===== src/lpr_pkg.sv =====
package lpr_pkg;

  localparam int MAX_FRAMES_DEF = 512;
  localparam int PAGE_BITS_DEF = 20;
  localparam int CFG_W = 10;
  localparam logic [CFG_W-1:0] FRAMES_RESET = CFG_W'(64);
  localparam int CNT_BITS = 32;

  // Control that travels with a reference down the cell chain
  typedef struct packed {
    logic valid;
    logic done;
    logic hit;
    logic evict;
  } wave_ctl_t;

endpackage


===== src/lpr_cell.sv =====
module lpr_cell
  import lpr_pkg::*;
#(
  parameter int INDEX = 0,
  parameter int PAGE_W = PAGE_BITS_DEF,
  parameter int CNT_W = 10
) (
  input  logic              clk,
  input  logic              rst,
  input  logic              advance,
  input  logic [CNT_W-1:0]  frames_eff,
  input  logic              nbr_occ,
  output logic              occ_after,
  input  wave_ctl_t         ctl_in,
  input  logic [PAGE_W-1:0] key_in,
  input  logic [PAGE_W-1:0] carry_in,
  output wave_ctl_t         ctl_out,
  output logic [PAGE_W-1:0] key_out,
  output logic [PAGE_W-1:0] carry_out
);

  localparam logic [CNT_W-1:0] POS = CNT_W'(INDEX + 1);

  logic [PAGE_W-1:0] page;
  logic              occ;
  logic              active;
  logic              match;
  logic              fill;
  logic              evict;
  logic              pass;
  logic              full;

  assign active = ctl_in.valid && !ctl_in.done;
  assign full   = POS >= frames_eff;
  assign match  = active && occ && (page == key_in);
  assign fill   = active && !occ;
  // Last resident entry of a full store: drop it
  assign evict  = active && occ && !match && !nbr_occ && full;
  assign pass   = active && occ && !match && !evict;

  // Occupancy as seen by the reference one cell behind
  assign occ_after = occ || fill;

  always_ff @(posedge clk) begin
    if (rst) begin
      occ <= 1'b0;
      ctl_out <= '0;
    end else if (advance) begin
      occ <= occ_after;
      ctl_out.valid <= ctl_in.valid;
      ctl_out.done  <= ctl_in.done || match || fill || evict;
      ctl_out.hit   <= ctl_in.hit || match;
      ctl_out.evict <= ctl_in.evict || evict;
    end
  end

  always_ff @(posedge clk) begin
    if (advance) begin
      // Every searching reference pushes its carry into this entry
      if (active) begin
        page <= carry_in;
      end
      key_out <= key_in;
      if (pass || evict) begin
        carry_out <= page;
      end else if (active) begin
        carry_out <= '0;
      end else begin
        carry_out <= carry_in;
      end
    end
  end

endmodule


===== config.mk =====
export PLATFORM = sky130hd
export DESIGN_NAME = lpr_cell
export DESIGN_NICKNAME = d
export VERILOG_FILES = /design/src/lpr_pkg.sv /design/src/lpr_cell.sv
export SDC_FILE = /design/constraint.sdc
export NUM_CORES = 1
export LEC_CHECK = 0
export BUFFER_PORTS_ARGS = -buffer_cell sky130_fd_sc_hd__clkbuf_2
export CAP_MARGIN = 20
export CELL_PAD_IN_SITES_DETAIL_PLACEMENT = 0
export CELL_PAD_IN_SITES_GLOBAL_PLACEMENT = 1
export CORE_MARGIN = 1.5
export CORE_UTILIZATION = 23
export DETAILED_ROUTE_END_ITERATION = 6
export PLACE_DENSITY = 0.57
export SLEW_MARGIN = 10
export SYNTH_ARGS = -nofsm -noshare
export SYNTH_HDL_FRONTEND = slang
export SYNTH_SLANG_ARGS = --single-unit

===== constraint.sdc =====
create_clock -name clk -period 2.53 [get_ports clk]
set_clock_uncertainty 0.1 [all_clocks]
set_input_delay 0.253 -clock clk [delete_from_list [all_inputs] [get_ports clk]]
set_output_delay 0.253 -clock clk [all_outputs]
set_load 0.01 [all_outputs]

==> flow_summary.json <==
{
  "num_antenna_cells": 0,
  "fillers": 1102,
  "clk_latency_ns": 0.34,
  "cts_resized": 0,
  "hold_viol_final": 0,
  "crit_path_end_kind": "flip-flop",
  "io_buffers": 101,
  "first_global_vias": 1782,
  "fp-row-count": 38,
  "crit_fanout": 14,
  "syn_to_final_growth_pct": 42.6,
  "dp_hpwl_um": 4600,
  "ir_drop_mv": 0.253,
  "maxCapViolCount": 0,
  "place_ws_ns": 0.449,
  "hp-class": "primary input to flip-flop",
  "rsz0062_at_grt": "no",
  "outcome": "finished clean",
  "drv_slew": 0,
  "start_util": 0.236,
  "routed_wirelength_um": 6340,
  "syn_nets": 246,
  "root_buffer": "clkbuf_8",
  "fin_crit_ns": 2.17,
  "routedWlPerCell_um": 13.7,
  "cts-hold-fix-buffers": 10,
  "syn_inst": 188,
  "ys_seq_elements": 65,
  "htree_num_levels": 3,
  "drtAntennaViolNets": 0,
  "yosysSeqAreaShare": 0.740,
  "fmax_mhz": 461,
  "die-height_um": 109,
  "reg2reg_setup_slack_ns": 0.53,
  "overflow": 0,
  "finalInstanceArea_um2": 3670,
  "clockBufferDepth": 2,
  "yosysWarningCount": 0,
  "cts_tree": "built",
  "cp-startpoint": "key_in[15]",
  "fp.dieArea_um2": 11800,
  "antenna_found_initial": 0,
  "num-nets-final": 375,
  "io_pins": 103,
  "tightest_slew_ns": 0.632,
  "power.density_nw_per_um2": 680,
  "place_congestion": 0.665,
  "coreArea_um2": 10900,
  "fin_crit_sh": 0.857,
  "vias_per_cell": 4.06,
  "grt_pass1_wl_um": 9330,
  "drc": 0,
  "layout_setup_ws_ns": 0.362,
  "leakage_uw": 0.00151,
  "layout_commonest_cell": "clkbuf_2",
  "rr_endpoint": "carry_out[11]",
  "final_cell_mix": "101 x clkbuf_2, 60 x edfxtp_1, 43 x nand2_1",
  "die_w_um": 109,
  "grt_max_degree": 25,
  "ys_types": 22,
  "setup_viol": 0,
  "tritoncts_num_sinks": 65,
  "crit_end": "carry_out[11]",
  "r2r-start": "page[15]",
  "tns_ns": 0,
  "post_cts_buffers": 0,
  "reg2reg_depth": 6,
  "relSlewSlack": 0.579,
  "drive_gt1_frac": 0.407,
  "placed_cell_area_um2": 3290,
  "critical_path_class": "primary input to flip-flop",
  "avgSynthCellArea_um2": 13.7,
  "clk_pin_slew_ns": 0.07,
  "cts_inserted_buffers": 9,
  "syn_area_um2": 2570,
  "first_pass_iters": 4,
  "start_kind": "primary input",
  "worst_ep_arrival_time_ns": 2.15,
  "grt_util_all_layers": 0.109,
  "cp.required_ns": 2.51,
  "first_iter_violations": 59,
  "num_vias": 1877
}
[cell usage after synthesis, drive strengths merged]
master | instances | area (um^2)
a211oi | 1 | 7.51
buf | 4 | 25.0
clkbuf | 4 | 15.0
dfxtp | 5 | 100
edfxtp | 60 | 1800
inv | 2 | 7.51
mux2i | 2 | 20.0
nand2 | 43 | 161
nand2b | 1 | 6.26
nand3 | 2 | 10.0
nand4b | 1 | 8.76
nor2 | 10 | 37.5
nor3b | 1 | 12.5
nor4 | 8 | 50.1
o21a | 1 | 7.51
o21ai | 20 | 100
o21ba | 1 | 10.0
o22ai | 1 | 6.26
o41ai | 1 | 8.76
xor2 | 20 | 175
[cell families (layout without fill, tap and decap cells)]
| family | count (synthesis) | after routing | synth area share |
|---|---|---|---|
| mux | 2 | 2 | 0.00779 |
| simple gates | 66 | 66 | 0.111 |
| flops | 65 | 65 | 0.740 |
| compound gates | 25 | 25 | 0.0545 |
| xor+xnor | 20 | 20 | 0.0681 |
| buf+inv | 10 | 144 | 0.0185 |
[cell type report]
| cell class | instances | area [um^2] | share of cell area |
|---|---|---|---|
| clock buffer | 9 | 124 | 0.0338 |
| sequential | 65 | 1900 | 0.519 |
| timing repair buffer | 126 | 733 | 0.200 |
| clock inverter | 7 | 95.1 | 0.0259 |
| tap | 140 | 175 | 0.0478 |
| inverter | 2 | 7.51 | 0.00205 |
| multi-input combinational | 113 | 629 | 0.172 |
[per-layer routing]
layer  routed length [um]  global-route usage  vias to the layer above
met2                 2800               0.167                       80
met3                  449              0.0418                        8
met5                    0                   0                        -
met1                 3010               0.141                      858
li1                     -                   -                      931
met4                   80              0.0367                        0
[flip-flops by register name, indices dropped and copies added, names as in the netlist]
name,flops
carry_out,20
ctl_out,4
page,20
key_out,20
occ,1
[power by group]
| part | internal [uW] | total (uW) | switching, uW |
|---|---|---|---|
| clock network | 554 | 972 | 418 |
| registers | 1250 | 1280 | 25.4 |
| logic | 115 | 247 | 131 |
[metrics by stage]
step / total power [uW] / util / instances / hold slack [ns]
floorplan: 1390 / - / 188 / 0.223
global placement: 1530 / 0.302 / 430 / 0.348
detailed placement: 1530 / 0.302 / 430 / 0.349
CTS: 2520 / 0.331 / 456 / 0.000468
global route: 2620 / 0.337 / 462 / 0.000220
finish: 2490 / 0.337 / 462 / 0.0118
[worst min-delay path by stage]
| stage | startpoint | endpoint | slack (ns) | cells past startpoint |
|---|---|---|---|---|
| final | carry_in[3] | page[3] | 0.01 | 1 |
| after global placement | carry_in[6] | page[6] | 0.35 | 1 |
| after detailed placement | carry_in[5] | page[5] | 0.35 | 1 |
| after global routing | key_in[16] | key_out[16] | 0.0002 | 1 |
| after CTS | carry_in[7] | page[7] | 0.0005 | 1 |
| after floorplan | rst | ctl_out[1] | 0.22 | 1 |
[worst max-delay path, cell delays in order]
cell,delay [ns]
dlygate4sd3_1,0.53
clkbuf_2,0.12
xor2_1,0.16
nor4_1,0.34
nand3_1,0.22
nor2_2,0.17
buf_4,0.23
o21ai_0,0.11
(Power assumes the default switching activity.)
