==> config.mk <==
export PLATFORM = sky130hd
export DESIGN_NAME = lpr_result
export DESIGN_NICKNAME = d
export VERILOG_FILES = /design/src/lpr_pkg.sv /design/src/lpr_result.sv
export SDC_FILE = /design/constraint.sdc
export NUM_CORES = 1
export LEC_CHECK = 0
export BUFFER_PORTS_ARGS = -buffer_cell sky130_fd_sc_hd__buf_2
export CAP_MARGIN = 20
export CORE_AREA = 4 4 91 93
export DETAILED_ROUTE_END_ITERATION = 7
export DIE_AREA = 0 0 95 97
export GPL_TIMING_DRIVEN = 0
export PLACE_DENSITY = 0.83
export SKIP_LAST_GASP = 1
export SLEW_MARGIN = 10
export SYNTH_ARGS = -nofsm -noshare
export SYNTH_HDL_FRONTEND = slang
export SYNTH_SLANG_ARGS = --single-unit
==> constraint.sdc <==
create_clock -name clk -period 5.4 [get_ports clk]
set_input_delay 0.81 -clock clk [delete_from_list [all_inputs] [get_ports clk]]
set_output_delay 0.81 -clock clk [all_outputs]
set_load 0.1 [all_outputs]
==> src/lpr_pkg.sv <==
package lpr_pkg;

  localparam int MAX_FRAMES_DEF = 512;
  localparam int PAGE_BITS_DEF = 20;
  localparam int CFG_W = 10;
  localparam logic [CFG_W-1:0] FRAMES_RESET = CFG_W'(64);
  localparam int CNT_BITS = 32;

  // Control that travels with a reference down the cell chain
  typedef struct packed {
    logic valid;
    logic done;
    logic hit;
    logic evict;
  } wave_ctl_t;

endpackage

==> src/lpr_result.sv <==
module lpr_result
  import lpr_pkg::*;
#(
  parameter int PAGE_W = PAGE_BITS_DEF
) (
  input  logic                clk,
  input  logic                rst,
  input  wave_ctl_t           ctl_in,
  input  logic [PAGE_W-1:0]   carry_in,
  input  logic                out_ready,
  output logic                advance,
  output logic                out_valid,
  output logic                hit,
  output logic                evicted_valid,
  output logic [PAGE_W-1:0]   evicted_page,
  output logic [CNT_BITS-1:0] total_hits,
  output logic [CNT_BITS-1:0] total_misses
);

  logic                load;
  logic [CNT_BITS-1:0] hit_counter;
  logic [CNT_BITS-1:0] miss_counter;
  logic [CNT_BITS-1:0] hit_counter_next;
  logic [CNT_BITS-1:0] miss_counter_next;

  // Freeze the chain only when a finished transaction has nowhere to go
  assign advance = !(ctl_in.valid && out_valid && !out_ready);
  assign load    = ctl_in.valid && advance;

  always_comb begin
    hit_counter_next  = hit_counter;
    miss_counter_next = miss_counter;
    if (ctl_in.hit) begin
      if (hit_counter != '1) begin
        hit_counter_next = hit_counter + CNT_BITS'(1);
      end
    end else begin
      if (miss_counter != '1) begin
        miss_counter_next = miss_counter + CNT_BITS'(1);
      end
    end
  end

  always_ff @(posedge clk) begin
    if (rst) begin
      out_valid    <= 1'b0;
      hit_counter  <= '0;
      miss_counter <= '0;
    end else if (load) begin
      out_valid    <= 1'b1;
      hit_counter  <= hit_counter_next;
      miss_counter <= miss_counter_next;
    end else if (out_ready) begin
      out_valid <= 1'b0;
    end
  end

  always_ff @(posedge clk) begin
    if (load) begin
      hit           <= ctl_in.hit;
      evicted_valid <= ctl_in.evict;
      evicted_page  <= carry_in;
    end
  end

  assign total_hits   = hit_counter;
  assign total_misses = miss_counter;

endmodule

==> impl_metrics.py <==
metrics = {
    "global_route": {
        "grt_pass1_wl_um": 17600,
        "grt_pass1_vias": 3753,
        "grt_usage_pct": 23.7,
        "grt.overflow.total": 0,
        "grt_max_degree": 19,
        "antenna_found_initial": 0,
    },
    "power_and_ir_drop": {
        "p_leak_nw": 1.89,
        "ir_drop_v": 0.000126,
        "switching_share_pct": 30.6,
        "p_comb_share_pct": 10.8,
        "intPower_w": 0.000885,
        "p_per_area_nw_per_um2": 256,
        "p_clk_share_pct": 35.4,
        "pwr-share-seq_pct": 53.8,
        "p_switching_w": 0.000390,
    },
    "clocking": {
        "post_cts.repair.setup_buffers": 0,
        "clock_latency_ps": 370,
        "cts_made_buffers": 9,
        "h-tree-depth": 3,
        "hold_buffers": 0,
        "tritoncts": "yes",
        "clockBufferDepth": 2,
        "clock_tree.root_cell": "clkbuf_8",
        "clock_sinks": 87,
        "cts_resized": 0,
        "cts.reportedPaths.clkPinSlew_ps": 90,
    },
    "critical_path": {
        "path_cells": "buf_2 > nor2b_1 > buf_2 > nand2_1 > buf_2",
        "start_kind": "input port",
        "critPathMaxFanout": 10,
        "max_stage_delay_ps": 290,
        "crit_family": "buffers and inverters",
        "cp-end-kind": "output pin",
        "crit_buf_inv": 3,
        "cp_common_cell": "buf_2",
        "crit_required_ps": 4590,
        "arrival_ps": 1760,
        "critical_path_class": "in2out",
        "slowest_stage": "buf_2",
    },
    "logic_synthesis": {
        "ys_ff_latch": 87,
        "ys_seq_area_share_pct": 48.1,
        "yosysUniqueCellTypes": 45,
        "synth_area_um2": 4080,
        "synth_edf_count": 22,
        "syn-instance-count": 430,
        "synth_area_leaders": "dfxtp_1, edfxtp_1, a21oi_1",
        "synth.top_cell.area_share_pct": 31.9,
        "yosys_warnings": 0,
        "postSynthAreaPerCell_um2": 9.48,
        "synth_ff_type": "dfxtp_1",
        "async_reset_ff_share_pct": 0,
        "yosys.area.top_type": "dfxtp_1",
        "synth_fp_nets": 459,
    },
    "cells_and_area": {
        "synthToLayoutAreaGrowth_pct": 21.9,
        "n_antenna_cell": 0,
        "final_nets": 583,
        "final_layout_size_suffix_gt1_share_pct": 29.0,
        "layout_commonest_cell": "buf_2",
        "register_area_um2": 1960,
        "multi_input_area_um2": 1990,
        "n_fill_cell": 680,
        "final_cell_mix": "buf_2, dfxtp_1, a21oi_1",
    },
    "timing": {
        "drv_slew": 0,
        "post-route-period-util_pct": 47.7,
        "hold_viol": 0,
        "rsz0062_at_grt": "no",
        "worstMarginPinSlew_ps": 681,
        "fmax_mhz": 389,
        "fin_worst_skew_ps": 12.2,
        "fin_crit_ps": 2570,
        "timing.final.ws_setup_ps": 2830,
        "finalSetupViolCount": 0,
        "tns_ps": 0,
        "relSlewSlack_pct": 53.9,
    },
    "place": {
        "io_buffer_count": 112,
        "dp_hpwl_um": 7680,
        "gp_congestion": 0.836,
        "place_ws_ps": 2720,
    },
    "floorplanning": {
        "die-height_um": 97,
        "core_region_area_um2": 7530,
        "io_pins": 115,
        "die_x_um": 95,
        "rows": 32,
        "dieArea_um2": 9220,
        "start_util_pct": 54.2,
    },
    "hold_path": {
        "hold_path_class": "reg2reg",
    },
    "route": {
        "drcViolationCount": 0,
        "avgRoutedWirePerCell_um": 15.8,
        "wirelength_um": 10400,
        "postRouteAntennaNets": 0,
        "first_pass_iters": 5,
        "viasPerCell": 5.87,
        "drtIter0Drc": 244,
        "vias": 3882,
    },
    "job": {
        "cap_violations": 0,
    },
    "run_status": {
        "status": "completed",
    },
}
[kinds of logic (layout without fill, tap and decap cells)]
logic type	after synthesis	count (layout)	synth area share (%)
simple gates	200	200	29.5
compound gates	96	96	13.8
flops	87	87	48.1
buf+inv	26	155	3.19
xor+xnor	10	10	2.15
mux	9	9	2.61
fa+ha+maj	2	2	0.614
[synthesized netlist by cell type, types with 4 or more instances]
| master | instances |
|---|---|
| nand2_1 | 24 |
| nor2_1 | 26 |
| dfxtp_1 | 65 |
| or3_1 | 25 |
| nor3_1 | 7 |
| and3_1 | 9 |
| nor4b_1 | 4 |
| a21oi_1 | 45 |
| xor2_1 | 8 |
| nand2b_1 | 5 |
| or4_1 | 19 |
| nand4_1 | 21 |
| clkbuf_1 | 9 |
| inv_1 | 5 |
| o31ai_1 | 18 |
| and2_1 | 4 |
| and4_1 | 7 |
| o21ai_0 | 26 |
| buf_2 | 8 |
| nand3_1 | 24 |
| edfxtp_1 | 22 |
| nor2b_1 | 10 |
[state kept, by name, summed over array words and instances (netlist names)]
signal,flops
total_misses,32
evicted_page,20
evicted_valid,1
hit,1
out_valid,1
total_hits,32
[layer usage]
metal / global-route usage [%] / wire (µm) / share of wire (%)
met1: 30.0 / 4310 / 41
met2: 39.4 / 5320 / 51
met3: 4.90 / 602 / 5.8
met4: 8.55 / 189 / 1.8
met5: 0 / 0 / 0
[per-stage QoR]
step                std cells  total power [W]  hold WS [ps]  area [µm²]  utilization (%)
CTS                       661          0.00128           501        4970             66.0
floorplan                 430         0.000809           909        4080                -
detailed placement        645         0.000839           487        4780             63.5
finish                    661          0.00127           499        4970             66.0
global route              661          0.00132           536        4970             66.0
global placement          644         0.000836           473        4760             63.3
[worst register-to-register path: cells and delay by family, from the launching register on]
| kind | cells | cell delay, ps |
|---|---|---|
| AO/OA/AOI/OAI | 3 | 1110 |
| flip-flops | 1 | 420 |
| buffers and inverters | 1 | 160 |
| AND/OR/NAND/NOR | 2 | 540 |
[cell type report]
class / instances / share of cell area (%)
buffer: 21 / 2.24
clock buffer: 9 / 2.49
clock inverter: 7 / 1.38
inverter: 5 / 0.378
multi-input combinational: 317 / 40.0
sequential: 87 / 39.5
tap: 102 / 2.57
timing repair buffer: 113 / 11.5
[path summary, 6_finish.rpt]
| kind | start | end | slack [ps] | cells after the start |
|---|---|---|---|---|
| max | out_ready | advance | 2830 | 5 |
| min | total_misses[23]$_SDFFE_PP0P_ | total_misses[23]$_SDFFE_PP0P_ | 500 | 2 |
| max reg2reg | total_hits[7]$_SDFFE_PP0P_ | total_hits[9]$_SDFFE_PP0P_ | 3090 | 6 |
| min reg2reg | total_misses[23]$_SDFFE_PP0P_ | total_misses[23]$_SDFFE_PP0P_ | 500 | 2 |
[power groups by stage]
stage | registers [W] | clock network, W | logic (W)
floorplan | 0.000787 | 0 | 0.0000225
global placement | 0.000701 | 0 | 0.000135
detailed placement | 0.000701 | 0 | 0.000138
CTS | 0.000686 | 0.000459 | 0.000138
global route | 0.000687 | 0.000490 | 0.000143
finish | 0.000686 | 0.000451 | 0.000137
Note: power is estimated with default switching activity, not from simulation.
